### src/hdl/rbts_pkg.sv
// Shared types and constants of the relay bank timed scheduler.
package rbts_pkg;

	localparam int unsigned CHANNELS_DEF = 8;
	localparam logic [3:0] COUNT_RST = 4'd8;
	localparam logic [16:0] SEC_PER_DAY = 17'd86400;
	localparam logic [5:0] SEC_PER_MIN = 6'd60;

	typedef enum logic [1:0] {
		OP_TOGGLE = 2'd0,
		OP_SET    = 2'd1,
		OP_SCHED  = 2'd2,
		OP_TICK   = 2'd3
	} op_t;

	typedef enum logic [2:0] {
		ST_IDLE,
		ST_EXEC,
		ST_SCHED,
		ST_SCAN,
		ST_DONE
	} state_t;

	typedef struct packed {
		logic load;
		logic exec;
		logic sched;
		logic scan;
		op_t  op;
	} cmd_t;

	typedef struct packed {
		logic arm;
		logic idx_end;
	} stat_t;

endpackage

### src/hdl/rbts_ctrl.sv
// Controller state machine of the relay bank timed scheduler.
module rbts_ctrl (
	input  logic                  clk,
	input  logic                  arst_n,
	input  logic                  start,
	input  logic [1:0]            operation,
	input  rbts_pkg::stat_t       stat,
	output rbts_pkg::cmd_t        cmd,
	output logic                  busy,
	output logic                  done
);

	rbts_pkg::state_t state_q;
	rbts_pkg::state_t state_d;
	rbts_pkg::op_t    op_q;

	always_ff @(posedge clk or negedge arst_n) begin
		if (!arst_n) begin
			state_q <= rbts_pkg::ST_IDLE;
			op_q    <= rbts_pkg::OP_TOGGLE;
		end else begin
			state_q <= state_d;
			if (cmd.load) begin
				op_q <= rbts_pkg::op_t'(operation);
			end
		end
	end

	always_comb begin
		state_d = state_q;
		cmd     = '0;
		cmd.op  = op_q;
		busy    = 1'b1;
		done    = 1'b0;
		case (state_q)
			rbts_pkg::ST_IDLE: begin
				busy = 1'b0;
				if (start) begin
					cmd.load = 1'b1;
					state_d  = rbts_pkg::ST_EXEC;
				end
			end
			rbts_pkg::ST_EXEC: begin
				cmd.exec = 1'b1;
				case (op_q)
					rbts_pkg::OP_TOGGLE: state_d = stat.arm ? rbts_pkg::ST_SCAN : rbts_pkg::ST_DONE;
					rbts_pkg::OP_SCHED:  state_d = rbts_pkg::ST_SCHED;
					rbts_pkg::OP_TICK:   state_d = rbts_pkg::ST_SCAN;
					default:             state_d = rbts_pkg::ST_DONE;
				endcase
			end
			rbts_pkg::ST_SCHED: begin
				cmd.sched = 1'b1;
				if (stat.idx_end) begin
					state_d = rbts_pkg::ST_DONE;
				end
			end
			rbts_pkg::ST_SCAN: begin
				cmd.scan = 1'b1;
				if (stat.idx_end) begin
					state_d = rbts_pkg::ST_DONE;
				end
			end
			rbts_pkg::ST_DONE: begin
				done = 1'b1;
				busy = 1'b0;
				if (start) begin
					cmd.load = 1'b1;
					state_d  = rbts_pkg::ST_EXEC;
				end else begin
					state_d = rbts_pkg::ST_IDLE;
				end
			end
			default: begin
				state_d = rbts_pkg::ST_IDLE;
			end
		endcase
	end

	a_accept_exec: assert property (@(posedge clk) disable iff (!arst_n)
		(start && !busy) |=> (state_q == rbts_pkg::ST_EXEC))
		else $error("transfer accepted without entering execute");

	a_done_single: assert property (@(posedge clk) disable iff (!arst_n)
		done |=> !done)
		else $error("result strobe held longer than one cycle");

	a_scan_end: assert property (@(posedge clk) disable iff (!arst_n)
		((state_q == rbts_pkg::ST_SCAN || state_q == rbts_pkg::ST_SCHED) && stat.idx_end)
		|=> done)
		else $error("channel sweep ended without a result");

endmodule

### src/hdl/rbts_dp.sv
// Datapath of the relay bank timed scheduler: relay state, off-time memory, alarm scan.
module rbts_dp #(
	parameter int unsigned CHANNELS = rbts_pkg::CHANNELS_DEF
) (
	input  logic                  clk,
	input  logic                  arst_n,
	input  rbts_pkg::cmd_t        cmd,
	output rbts_pkg::stat_t       stat,
	input  logic                  cfg_we,
	input  logic [3:0]            cfg_data,
	input  logic [2:0]            channel,
	input  logic                  level,
	input  logic [7:0]            delay_minutes,
	input  logic [31:0]           now_time,
	input  logic [16:0]           second_of_day,
	input  logic [2:0]            day_of_week,
	input  logic [6:0]            day_mask,
	input  logic [10:0]           start_minute,
	input  logic [10:0]           end_minute,
	input  logic [7:0]            route_mask,
	output logic                  result_flag,
	output logic [7:0]            relay_mask,
	output logic                  alarm_update,
	output logic [31:0]           next_alarm
);

	localparam int unsigned IW = (CHANNELS > 1) ? $clog2(CHANNELS) : 1;

	logic [2:0]  ch_q;
	logic        level_q;
	logic [7:0]  delay_q;
	logic [31:0] now_q;
	logic [16:0] sod_q;
	logic [2:0]  dow_q;
	logic [6:0]  days_q;
	logic [10:0] startm_q;
	logic [10:0] endm_q;
	logic [7:0]  route_q;

	logic [3:0]  count_q;
	logic [7:0]  relay_on_q;
	logic [31:0] alarm_q;
	logic        flag_q;
	logic        upd_q;
	logic [3:0]  idx_q;
	logic [31:0] best_q;
	logic [CHANNELS-1:0] vld_q;

	logic [31:0] off_mem [CHANNELS];
	logic [31:0] rd_s1;
	logic        rd_ok_s1;
	logic        rd_v_s1;
	logic [2:0]  rd_idx_s1;

	logic [3:0]  n_used;
	logic        ch_ok;
	logic        idx_live;
	logic [13:0] arm_delay;
	logic [31:0] arm_time;
	logic [16:0] win_s;
	logic [16:0] win_e;
	logic        in_win;
	logic [2:0]  mon_day;
	logic        sched_ok;
	logic        route_hit;
	logic [31:0] off_rd;
	logic [31:0] age;
	logic [31:0] lead;
	logic        expired;
	logic        keep;
	logic        earlier;
	logic [31:0] best_d;
	logic        wr_en;
	logic [IW-1:0] wr_addr;

	always_comb begin
		n_used    = (count_q > 4'(CHANNELS)) ? 4'(CHANNELS) : count_q;
		ch_ok     = {1'b0, ch_q} < n_used;
		idx_live  = idx_q < n_used;
		stat.arm     = ch_ok && !relay_on_q[ch_q];
		stat.idx_end = idx_q == n_used;

		arm_delay = 14'(delay_q) * 14'(rbts_pkg::SEC_PER_MIN);
		arm_time  = now_q + 32'(arm_delay);

		win_s = 17'(startm_q) * 17'(rbts_pkg::SEC_PER_MIN);
		win_e = 17'(endm_q) * 17'(rbts_pkg::SEC_PER_MIN);
		if (win_s == win_e) begin
			in_win = 1'b1;
		end else if (win_s < win_e) begin
			in_win = (win_s <= sod_q) && (sod_q <= win_e);
		end else begin
			in_win = !((win_e <= sod_q) && (sod_q <= win_s));
		end
		mon_day   = (dow_q == 3'd0 || dow_q == 3'd7) ? 3'd6 : dow_q - 3'd1;
		sched_ok  = level_q && days_q[mon_day] && in_win;
		route_hit = sched_ok && route_q[idx_q[2:0]];

		off_rd  = rd_ok_s1 ? rd_s1 : '0;
		age     = now_q - off_rd;
		lead    = best_q - off_rd;
		expired = (cmd.op == rbts_pkg::OP_TICK) && !age[31];
		keep    = relay_on_q[rd_idx_s1] && !expired;
		earlier = (lead != '0) && !lead[31];
		best_d  = (rd_v_s1 && keep && earlier) ? off_rd : best_q;

		wr_en   = (cmd.exec && cmd.op == rbts_pkg::OP_TOGGLE && stat.arm)
			|| (cmd.sched && idx_live && route_hit);
		wr_addr = cmd.exec ? ch_q[IW-1:0] : idx_q[IW-1:0];
	end

	always_ff @(posedge clk) begin
		if (cmd.load) begin
			ch_q     <= channel;
			level_q  <= level;
			delay_q  <= delay_minutes;
			now_q    <= now_time;
			sod_q    <= second_of_day;
			dow_q    <= day_of_week;
			days_q   <= day_mask;
			startm_q <= start_minute;
			endm_q   <= end_minute;
			route_q  <= route_mask;
		end
		if (cmd.exec) begin
			best_q <= now_q + 32'(rbts_pkg::SEC_PER_DAY);
		end else if (cmd.scan) begin
			best_q <= best_d;
		end
	end

	always_ff @(posedge clk) begin
		if (wr_en) begin
			off_mem[wr_addr] <= arm_time;
		end
		if (cmd.scan && idx_live) begin
			rd_s1     <= off_mem[idx_q[IW-1:0]];
			rd_ok_s1  <= vld_q[idx_q[IW-1:0]];
			rd_idx_s1 <= idx_q[2:0];
		end
	end

	always_ff @(posedge clk or negedge arst_n) begin
		if (!arst_n) begin
			count_q    <= rbts_pkg::COUNT_RST;
			relay_on_q <= '0;
			alarm_q    <= '0;
			flag_q     <= 1'b0;
			upd_q      <= 1'b0;
			idx_q      <= '0;
			vld_q      <= '0;
			rd_v_s1    <= 1'b0;
		end else begin
			if (cfg_we) begin
				count_q <= cfg_data;
			end
			if (wr_en) begin
				vld_q[wr_addr] <= 1'b1;
			end
			rd_v_s1 <= cmd.scan && idx_live;
			if (cmd.exec) begin
				idx_q <= '0;
				upd_q <= 1'b0;
				case (cmd.op)
					rbts_pkg::OP_TOGGLE: begin
						flag_q <= stat.arm;
						if (ch_ok) begin
							relay_on_q[ch_q] <= !relay_on_q[ch_q];
						end
					end
					rbts_pkg::OP_SET: begin
						flag_q <= ch_ok && level_q;
						if (ch_ok) begin
							relay_on_q[ch_q] <= level_q;
						end
					end
					rbts_pkg::OP_SCHED: begin
						flag_q <= sched_ok;
					end
					default: begin
						flag_q <= 1'b0;
					end
				endcase
			end
			if (cmd.sched && idx_live) begin
				idx_q <= idx_q + 4'd1;
				if (route_hit) begin
					relay_on_q[idx_q[2:0]] <= 1'b1;
				end
			end
			if (cmd.scan) begin
				if (idx_live) begin
					idx_q <= idx_q + 4'd1;
				end
				if (rd_v_s1 && relay_on_q[rd_idx_s1] && expired) begin
					relay_on_q[rd_idx_s1] <= 1'b0;
				end
				if (stat.idx_end) begin
					alarm_q <= best_d;
					upd_q   <= 1'b1;
				end
			end
		end
	end

	assign result_flag  = flag_q;
	assign relay_mask   = relay_on_q;
	assign alarm_update = upd_q;
	assign next_alarm   = alarm_q;

endmodule

### src/hdl/relay_bank_timed_scheduler_unit.sv
// Relay bank timed scheduler: top level joining controller and datapath.
// Usage: drive the command fields and pulse start while busy is low; the command
// transfers at that edge. One result per command appears for exactly one cycle with
// done high, on result_flag, relay_mask, alarm_update and next_alarm. The receiver
// cannot stall; results are never held.
// With n the channels in use (relay_count capped at CHANNELS): set, toggle to
// off and toggle of a channel outside n go from execute straight to the result;
// toggle to on and tick run the alarm scan over the n channels, and a schedule
// request runs the schedule sweep over them. The alarm scan reads one off-time
// entry per cycle from the off-time memory, which has separate write and read
// ports; the schedule sweep writes the off time of each routed channel on a match.
// busy drops in the result cycle, so the next command may transfer there.
// Users write relay_count via cfg_we/cfg_data while idle; this is not enforced.
// Reset: all relays off, off times read as zero, alarm zero, relay_count 8.
module relay_bank_timed_scheduler_unit #(
	parameter int unsigned CHANNELS = rbts_pkg::CHANNELS_DEF
) (
	input  logic        clk,
	input  logic        arst_n,
	input  logic        start,
	output logic        busy,
	input  logic        cfg_we,
	input  logic [3:0]  cfg_data,
	input  logic [1:0]  operation,
	input  logic [2:0]  channel,
	input  logic        level,
	input  logic [7:0]  delay_minutes,
	input  logic [31:0] now_time,
	input  logic [16:0] second_of_day,
	input  logic [2:0]  day_of_week,
	input  logic [6:0]  day_mask,
	input  logic [10:0] start_minute,
	input  logic [10:0] end_minute,
	input  logic [7:0]  route_mask,
	output logic        done,
	output logic        result_flag,
	output logic [7:0]  relay_mask,
	output logic        alarm_update,
	output logic [31:0] next_alarm
);

	rbts_pkg::cmd_t  cmd;
	rbts_pkg::stat_t stat;

	rbts_ctrl u_ctrl (
		.clk       (clk),
		.arst_n    (arst_n),
		.start     (start),
		.operation (operation),
		.stat      (stat),
		.cmd       (cmd),
		.busy      (busy),
		.done      (done)
	);

	rbts_dp #(
		.CHANNELS (CHANNELS)
	) u_dp (
		.clk           (clk),
		.arst_n        (arst_n),
		.cmd           (cmd),
		.stat          (stat),
		.cfg_we        (cfg_we),
		.cfg_data      (cfg_data),
		.channel       (channel),
		.level         (level),
		.delay_minutes (delay_minutes),
		.now_time      (now_time),
		.second_of_day (second_of_day),
		.day_of_week   (day_of_week),
		.day_mask      (day_mask),
		.start_minute  (start_minute),
		.end_minute    (end_minute),
		.route_mask    (route_mask),
		.result_flag   (result_flag),
		.relay_mask    (relay_mask),
		.alarm_update  (alarm_update),
		.next_alarm    (next_alarm)
	);

endmodule

### config.mk
export PLATFORM = sky130hd
export DESIGN_NAME = relay_bank_timed_scheduler_unit
export DESIGN_NICKNAME = d
export VERILOG_FILES = /design/src/hdl/rbts_pkg.sv /design/src/hdl/rbts_ctrl.sv /design/src/hdl/rbts_dp.sv /design/src/hdl/relay_bank_timed_scheduler_unit.sv
export SDC_FILE = /design/constraint.sdc
export NUM_CORES = 1
export LEC_CHECK = 0
export BUFFER_PORTS_ARGS = -buffer_cell sky130_fd_sc_hd__buf_2
export CORE_ASPECT_RATIO = 0.9
export CORE_MARGIN = 2
export CORE_UTILIZATION = 60
export CTS_CLUSTER_SIZE = 30
export DETAILED_ROUTE_END_ITERATION = 7
export PLACE_DENSITY_LB_ADDON = 0.25
export SYNTH_ARGS = -nofsm -noshare
export SYNTH_HDL_FRONTEND = slang
export SYNTH_SLANG_ARGS = --single-unit
### constraint.sdc
create_clock -name clk -period 12.8 [get_ports clk]
set_clock_uncertainty 0.2 [all_clocks]
set_input_delay 1.28 -clock clk [delete_from_list [all_inputs] [get_ports clk]]
set_output_delay 1.28 -clock clk [all_outputs]
set_load 0.005 [all_outputs]
# ---- Yosys cells after proc, flatten, opt, wreduce, memory -nomap -nowiden
# Memories as Yosys holds them, arrays and structs flattened. A register that Yosys moved wholly into a read port is not among the register bits.
# Index checks and enable logic that the tools add are counted.
dict set report word_totals {
  register_bits 201
  mem_bits_rw 256
  in_bits 111
  output_inout_bits 44
  wordCells 165
  mem_count 1
}
dict set report op_classes {
  addsub 6
  n_mul 3
  order_cmp 17
  eq_ne 12
  muxes 60
  bitwise 4
  reduce_logical 39
}
# memory depth width rd rd_clocked_by_memory_dff write_ports line_no
set mem_list {}
lappend mem_list {u_dp.off_mem 8 32 1 1 1 rbts_dp.sv:49} ;# logic [31:0] off_mem [CHANNELS];
# operator count
set ops {}
lappend ops {{$mux W32} 4}
lappend ops {{$le A17 B17 Y1} 4}
lappend ops {{$sub A32 B32 Y32} 2}
lappend ops {{$mux W8} 7}
lappend ops {{$add A32 B14 Y32} 1}
lappend ops {{$add A32 B17 Y32 const B} 1}
lappend ops {{$reduce_bool A32 Y1} 1}
lappend ops {{$mul A11 B4 Y15 const B} 2}
lappend ops {{$mux W1} 24}
lappend ops {{$logic_and A1 B1 Y1} 23}
lappend ops {{$lt A3 B4 Y1 const B} 5}
lappend ops {{$mux W4} 5}
lappend ops {{$lt A17 B17 Y1} 1}
lappend ops {{$bwmux W8} 2}
lappend ops {{$or A8 B8 Y8} 2}
lappend ops {{$pmux W8 S2} 1}
lappend ops {{$bmux W1 S3} 5}
lappend ops {{$eq A15 B15 Y1} 1}
lappend ops {{$mux W3} 5}
lappend ops {{$demux W1 S3} 4}
lappend ops {{$ge A3 B1 Y1 const B} 4}
lappend ops {{$mul A8 B4 Y12 const B} 1}
lappend ops {{$pmux W3 S4} 1}
lappend ops {{$pmux W3 S3} 1}
lappend ops {{other kinds (23)} 34}

# ---- Logic depth before layout (Yosys ltp)
# Gate-level depths: netlist (run 1).
dict set report depth {
  word_depth 14
  mapped_depth 26
  depth_no_buf 25
}

# ---- By module
# From an unflattened synthesis (run 1), not the netlist that was laid out.
dict set report hier_totals {
  hier_cells 2246
  hier_area_um2 26763.2
}
# module instances cells_per_inst area_per_inst_um2 seq_area_each_um2
set modules_own_cells {}
lappend modules_own_cells {rbts_dp 1 2219 26495.4 14239.9}
lappend modules_own_cells {rbts_ctrl 1 27 267.8 125.1}

# ---- Least setup slack after synthesis (run 1)
# No wires, ideal clock.
dict set report synth_timing {
  kind {reg-to-reg}
  start {register u_dp.startm_q[0]}
  end {memory u_dp.off_mem[2][0], enable pin}
  setup_time_ns 0.421
  arrival_time_ns 6.811
  required_time_ns 12.179
  path_slack_ns 5.368
  path_stages_with_launch 25
  n_path_buf 1
  synth_period_minus_slack_ns 7.432
  path_cell_list {edfxtp_1 -> fa_1 -> fa_1 -> fa_1 -> a21oi_1 -> nor2_1 -> nor2_1 -> o21bai_1 -> a21oi_1 -> o21bai_1 -> a21oi_1 -> o21ai_0 -> o41a_1 -> xor2_1 -> ha_1 -> nand4_1 -> nor2_1 -> o21ai_0 -> o221ai_1 -> mux2i_1 -> a32o_1 -> or3_1 -> clkbuf_1 -> o22a_1 -> nor2_1}
}
dict set report synth_between {
  elab_chain_cells 12
  elab_cells_between_ends 16
  classes_between {1 x mul; 3 x order compare; 1 x eq/ne; 4 x mux; 7 x reduce/logical}
}
# element line_no
set synth_lines {}
lappend synth_lines {{from (decl)} rbts_dp.sv:36} ;# logic [10:0] startm_q;
lappend synth_lines {{from (signal assigned)} rbts_dp.sv:121} ;# startm_q <= start_minute;
lappend synth_lines {{$mul A11 B4 Y15 (*)} rbts_dp.sv:86} ;# win_s = 17'(startm_q) * 17'(rbts_pkg::SEC_PER_MIN);
lappend synth_lines {{$le A17 B17 Y1} rbts_dp.sv:93} ;# in_win = !((win_e <= sod_q) && (sod_q <= win_s));
lappend synth_lines {{$logic_and A1 B1 Y1} rbts_dp.sv:93}
lappend synth_lines {{$logic_not A1 Y1} rbts_dp.sv:93}
lappend synth_lines {{$mux W1} rbts_dp.sv:90} ;# end else if (win_s < win_e) begin
lappend synth_lines {{$mux W1 (*)} rbts_dp.sv:88} ;# if (win_s == win_e) begin
lappend synth_lines {{$logic_and A1 B1 Y1 (*)} rbts_dp.sv:96} ;# sched_ok = level_q && days_q[mon_day] && in_win;
lappend synth_lines {{$logic_and A1 B1 Y1 (*)} rbts_dp.sv:97} ;# route_hit = sched_ok && route_q[idx_q[2:0]];
lappend synth_lines {{$logic_and A1 B1 Y1 (*)} rbts_dp.sv:108} ;# || (cmd.sched && idx_live && route_hit);
lappend synth_lines {{$logic_or A1 B1 Y1 (*)} rbts_dp.sv:108}
lappend synth_lines {{$mux W1 (*)} rbts_dp.sv:133} ;# if (wr_en) begin
lappend synth_lines {{$mux W1 (not written as such) (*)} rbts_dp.sv:134} ;# off_mem[wr_addr] <= arm_time;
lappend synth_lines {{to (decl)} rbts_dp.sv:49}
# Every way passes the cells marked *; elsewhere a longest branch is shown, timed or not.

# ---- Worst setup path in the final report (run 1)
dict set report layout_timing {
  start {register u_dp.startm_q[0]}
  end {memory u_dp.off_mem[3][25], enable pin}
}
# Same word-level chain as after synthesis.

==> results.yml, run 1 <==
status:
  outcome: "finished clean"
placed_design:
  portBuffers: 154
  place_hpwl_mm: 52.6
  gp_congestion: 0.961
synthesis:
  synth_warnings: 0
  synth_ff_type: "edfxtp_1"
  netlist_area_um2: 27200
  ys_ff_latch: 489
  synth_top_area_share: 0.469
  ys_seq_area_frac: 0.528
  post-synth-top-area-cell: "edfxtp_1"
  yosysMostFrequentCell: "edfxtp_1"
  synth_area_leaders: "edfxtp_1 (47%), ha_1 (8.2%), dfrtp_1 (5.8%)"
  syn-instance-count: 2304
  synth.avg_cell_area_um2: 11.8
  synth_edf_count: 425
  postSynthNetCount: 2647
  synth_common_cells: "edfxtp_1 (425), nand2_1 (185), ha_1 (179)"
  async_flop_share: 0.131
  yosysUniqueCellTypes: 83
worst_hold_path:
  hp-class: "reg2reg"
power:
  ir_drop_mv: 0.547
  power_density_nw_per_um2: 313
  power.leakage_nw: 11.5
global_routing:
  overflow: 0
  grt_use_total: 0.325
  grt_pass1_wl_mm: 117
  grt_pass1_vias: 20200
  grt_max_degree: 75
  antenna_found_initial: 1
cts:
  ctsHoldBuffers: 0
  cts_tree: "built"
  cts.sinks: 489
  cts_buffers: 49
  clk_pin_slew_worst_paths_ns: 0.06
  root_buffer: "clkbuf_16"
  cts_setup_buffers: 0
  htree_levels: 2
  clock_latency_ns: 0.62
  cts_buffer_depth: 3
  cts_resized: 0
timing:
  maxSlewViolCount: 0
  hold_viol_final: 0
  period_share: 0.596
  fin_tns_setup_ns: 0
  holdWs_ns: 0.258
  setup_viol: 0
  period_needed_ns: 7.63
  slew_headroom: 0.250
  worst_pin_slew_ns: 1.12
  fmax_mhz: 131
  rsz0062_at_grt: "no"
setup_path:
  arrival_ns: 7.64
  path_max_fanout: 32
  worstSetupPathType: "reg2reg"
  setup.worst_path.start_class: "register"
  worstPathRequired_ns: 12.81
  crit_path_top_delay_cell: "nor2_4"
  endpoint_kind: "register"
  slowest_delay_ns: 0.92
  cp_cell_sequence: "fa_1 -> fa_1 -> fa_1 -> a21oi_1 -> nor2_1 -> nor2_1 -> o21bai_1 -> a21oi_1 -> o21bai_1 -> a21oi_1 -> o21ai_0 -> o41a_1 -> xor2_1 -> ha_1 -> nand4_1 -> nor2_1 -> o21ai_0 -> o221ai_1 -> mux2i_1 -> a32o_1 -> or3_1 -> o22a_1 -> nor2_4"
floorplan:
  die_w_um: 228
  die_y_um: 206
  die_area_um2: 47000
  start_util: 0.611
  core_area_um2: 44500
  rows: 73
  ios: 155
drt:
  routedWlPerCell_um: 24.7
  vias: 20283
  drc: 0
  wl_mm: 75.6
  drtIter0Drc: 2604
  drt_first_pass_iters: 5
  ant_nets: 0
  via_per_inst: 6.61
final_layout:
  diodes: 0
  finalNetCount: 2769
  final_layout_size_suffix_gt1_frac: 0.132
  area_growth_pct: 11.0
run:
  drv_cap: 0
-- layer usage --
layer  wire, um  global-route usage  up-vias  share of wire
met1      31300               0.462     9972           0.41
li1           -                   -     9054              -
met5         13                   0        -        0.00017
met2      34100               0.507     1120           0.45
met3       8040              0.0673      135           0.11
met4       2110               0.101        2          0.028
-- final cells by class --
type                            instances  area [um2]
Timing Repair Buffer                  181         973
Inverter                              130         488
Multi-Input combinational cell       1575       12000
Sequential cell                       489       14400
Clock inverter                         36         375
Clock buffer                           56        1250
Fill cell                            3215       14300
Tap cell                              600         751
-- flip-flops by register name (all words and copies together) (netlist names), 11 cells and up --
| signal | cells |
|---|---|
| u_dp.best_q | 32 |
| u_dp.endm_q | 11 |
| u_dp.next_alarm | 32 |
| u_dp.now_q | 32 |
| u_dp.off_mem | 256 |
| u_dp.rd_s1 | 32 |
| u_dp.sod_q | 17 |
| u_dp.startm_q | 11 |
-- report_power, final --
part	internal [W]	leakage, nW	switching, W
clock network	0.000831	0.790	0.000636
logic	0.00188	6.03	0.00327
registers	0.00254	4.70	0.000298
total	0.00525	11.5	0.00420
-- critical path: cells and delay by family, from the launching register on --
| kind | cells | cell delay (ns) |
|---|---|---|
| flops | 1 | 0.47 |
| mux | 1 | 0.12 |
| simple gates | 6 | 1.94 |
| xor+xnor | 1 | 0.17 |
| compound gates | 11 | 2.44 |
| fa+ha+maj | 4 | 1.88 |
-- cells in the final DEF (no fill, tap or decap), types with 49 or more instances in the layout --
cell type / instances
nor2_1: 85
dfrtp_1: 63
nand4_1: 84
edfxtp_1: 425
xnor2_1: 63
clkbuf_16: 49
nand2_1: 185
nor3_1: 54
fa_1: 53
o21ai_0: 78
buf_2: 154
a22oi_1: 135
inv_1: 128
ha_1: 179
nand3_1: 54
a21oi_1: 126
-- cell families after synthesis --
logic type | Yosys count | share of synthesized area
XOR/XNOR | 93 | 0.0302
AO/OA/AOI/OAI | 574 | 0.147
adder cells (fa/ha/maj) | 232 | 0.121
AND/OR/NAND/NOR | 615 | 0.113
multiplexers | 61 | 0.0257
buffers and inverters | 240 | 0.0344
flip-flops | 489 | 0.528
-- metrics by stage --
stage / power (W) / area (um2) / setup slack [ns] / cells / util
after global routing: 0.0101 / 30200 / 4.67 / 3067 / 0.679
after floorplan: 0.00630 / 27200 / 5.37 / 2304 / -
after detailed placement: 0.00789 / 28600 / 5.11 / 2975 / 0.642
after CTS: 0.00939 / 30200 / 5.10 / 3067 / 0.679
final: 0.00946 / 30200 / 5.17 / 3067 / 0.679
after global placement: 0.00768 / 28600 / 5.49 / 2975 / 0.642
-- final timing paths --
| path | from | to | slack (ns) | cells after the start |
|---|---|---|---|---|
| setup / recovery | u_dp.startm_q[0]$_DFFE_PP_ | u_dp.off_mem[3][25]$_DFFE_PP_ | 5.17 | 23 |
| hold / removal | u_dp.vld_q[1]$_DFFE_PN0N_ | u_dp.vld_q[1]$_DFFE_PN0N_ | 0.26 | 1 |
| setup reg to reg | u_dp.startm_q[0]$_DFFE_PP_ | u_dp.off_mem[3][25]$_DFFE_PP_ | 5.17 | 23 |
| hold reg to reg | u_dp.vld_q[1]$_DFFE_PN0N_ | u_dp.vld_q[1]$_DFFE_PN0N_ | 0.26 | 1 |
| max in group asynchronous | arst_n | u_dp.alarm_update$_DFF_PN0_ | 11.07 | 2 |
| min in group asynchronous | arst_n | u_dp.count_q[0]$_DFFE_PN0P_ | 0.70 | 2 |
Note: power is estimated with default switching activity, not from simulation.
==> inputs of run 2 (changes only) <==
==> constraint.sdc (replaced) <==
create_clock -name clk -period 7.36 [get_ports clk]
set_clock_uncertainty 0.2 [all_clocks]
set_input_delay 0.736 -clock clk [delete_from_list [all_inputs] [get_ports clk]]
set_output_delay 0.736 -clock clk [all_outputs]
set_load 0.005 [all_outputs]
==> results.yml, run 2 (same netlist as run 1, synthesis figures left out) <==
status:
  outcome: "finished clean"
worst_hold_path:
  hp-class: "in2reg"
  hold_path.startpoint: "now_time[7]"
  hold_end: "u_dp.now_q[7]$_DFFE_PP_"
  worstHoldPathCells: 1
floorplan:
  die_y_um: 206
  die_area_um2: 47000
  start_util: 0.611
  rows: 73
  core_area_um2: 44500
  ios: 155
  die_w_um: 228
drt:
  top_layer_used: "met4"
  drc: 0
  met3_length_mm: 7.74
  wl_met2_mm: 33.9
  wl_mm: 75.9
  drt_first_pass_iters: 6
  routedWlPerCell_um: 24.7
  vias: 20339
  ant_nets: 0
  drtIter0Drc: 2303
  via_per_inst: 6.61
  wl_met1_mm: 32.2
timing:
  maxSlewViolCount: 0
  period_needed_ns: 7.02
  hold_viol_final: 0
  rsz0062_at_grt: "no"
  slew_headroom: 0.166
  period_share: 0.953
  setup_viol: 0
  worst_slack_ns: 0.344
  worst_pin_slew_ns: 1.25
  fmax_mhz: 143
  holdWs_ns: 0.0864
power:
  comb_power_share: 0.543
  power.leakage_nw: 11.6
  ir_drop_mv: 0.521
  p_int_w: 0.00920
  switching_share: 0.444
  pwr-share-clk: 0.159
  switchingPower_w: 0.00735
  p_seq_frac: 0.299
  power_density_nw_per_um2: 544
final_layout:
  multi_input_comb_area_um2: 12000
  diodes: 0
  fin_cells: 3075
  finalNetCount: 2776
  final_common_cell: "edfxtp_1"
  final_cell_mix: "edfxtp_1 (425), nand2_1 (185), ha_1 (179)"
  top_register: "u_dp.off_mem"
  largest_register_ffs: 256
  final_layout_size_suffix_gt1_frac: 0.136
  seq_area_um2: 14400
  fillers: 3204
  area_growth_pct: 12.0
placed_design:
  gp_congestion: 0.962
  place_hpwl_mm: 53.1
  preCtsSetupSlack_ns: 0.0978
  placed_cells: 2981
  portBuffers: 154
global_routing:
  grt_max_degree: 75
  grt_pass1_wl_mm: 117
  overflow: 0
  antenna_found_initial: 0
  grt_use_total: 0.324
  grt_pass1_vias: 19982
cts:
  ctsHoldBuffers: 0
  cts_buffers: 50
  cts_setup_buffers: 0
  cts_tree: "built"
  clk_pin_slew_worst_paths_ns: 0.06
  htree_levels: 2
  cts.sinks: 489
  cts_buffer_depth: 3
  clock_latency_ns: 0.62
  root_buffer: "clkbuf_16"
  cts_resized: 0
setup_path:
  worstSetupPathType: "reg2reg"
  crit_path_top_delay_cell: "fa_1"
  reg2reg_slack_ns: 0.34
  r2r-end: "u_dp.off_mem[7][23]$_DFFE_PP_"
  slowest_delay_ns: 0.62
  regToRegStartpoint: "u_dp.startm_q[0]$_DFFE_PP_"
  endpoint_kind: "register"
  crit_buf_inv: 1
  cp_top_family: "compound AO/OA/AOI/OAI gates"
  worstPathRequired_ns: 7.42
  r2r_cells: 24
  setup.worst_path.start_class: "register"
  arrival_ns: 7.07
  cp_cell_sequence: "fa_1 -> fa_1 -> fa_1 -> a21oi_1 -> nor2_1 -> nor2_1 -> o21bai_1 -> a21oi_1 -> o21bai_1 -> a21oi_1 -> o21ai_0 -> o41a_1 -> xor2_1 -> ha_1 -> nand4_1 -> nor2_1 -> o21ai_0 -> o221ai_1 -> mux2i_1 -> a32o_1 -> or3_4 -> o22a_2 -> nor2_4 -> buf_12"
  path_max_fanout: 28
run:
  drv_cap: 0
## run 2: changes by cell type in the layout (fill, tap and decap cells not counted), sizes merged
| cell | previous run | this run |
|---|---|---|
| clkinvlp | 4 | 7 |
| buf | 181 | 187 |
| clkinv | 26 | 18 |
| clkbuf | 56 | 63 |
## run 2: layout make-up
cell class                 count  area share
inverter                     130      0.0160
sequential                   489       0.472
multi-input combinational   1575       0.395
clock buffer                  63      0.0437
timing repair buffer         187      0.0367
clock inverter                31      0.0125
tap                          600      0.0247
## run 2: metrics by stage
stage / utilization / instance area (um2) / power, W / TNS [ns]
after detailed placement: 0.645 / 28700 / 0.0137 / 0
after floorplan: - / 27200 / 0.0110 / -8.30
after CTS: 0.684 / 30400 / 0.0164 / 0
after global routing: 0.684 / 30400 / 0.0176 / 0
final: 0.684 / 30400 / 0.0166 / 0
after global placement: 0.645 / 28700 / 0.0134 / 0
## run 2: power by group through the flow
stage | combinational [W] | clock (W) | sequential, W
2_1_floorplan | 0.00621 | 0 | 0.00475
3_3_place_gp | 0.00842 | 0 | 0.00495
3_5_place_dp | 0.00874 | 0 | 0.00497
4_1_cts | 0.00883 | 0.00265 | 0.00492
5_1_grt | 0.00988 | 0.00275 | 0.00498
6_report | 0.00898 | 0.00263 | 0.00494
## run 2: worst max-delay path by stage
stage	start	end	slack [ns]	depth (start not counted)
floorplan	u_dp.startm_q[0]$_DFFE_PP_	u_dp.off_mem[2][0]$_DFFE_PP_	-0.07	24
global placement	u_dp.endm_q[0]$_DFFE_PP_	u_dp.off_mem[0][13]$_DFFE_PP_	0.48	24
detailed placement	u_dp.startm_q[0]$_DFFE_PP_	u_dp.off_mem[5][11]$_DFFE_PP_	0.1	24
CTS	u_dp.startm_q[0]$_DFFE_PP_	u_dp.off_mem[5][27]$_DFFE_PP_	0.05	24
global route	u_dp.startm_q[0]$_DFFE_PP_	u_dp.off_mem[7][23]$_DFFE_PP_	0.01	23
finish	u_dp.startm_q[0]$_DFFE_PP_	u_dp.off_mem[7][23]$_DFFE_PP_	0.34	24
## run 2: routing by layer
layer,track usage,vias up
met5,0,-
met4,0.102,0
met3,0.0631,126
met1,0.468,10025
met2,0.502,1121
li1,-,9067
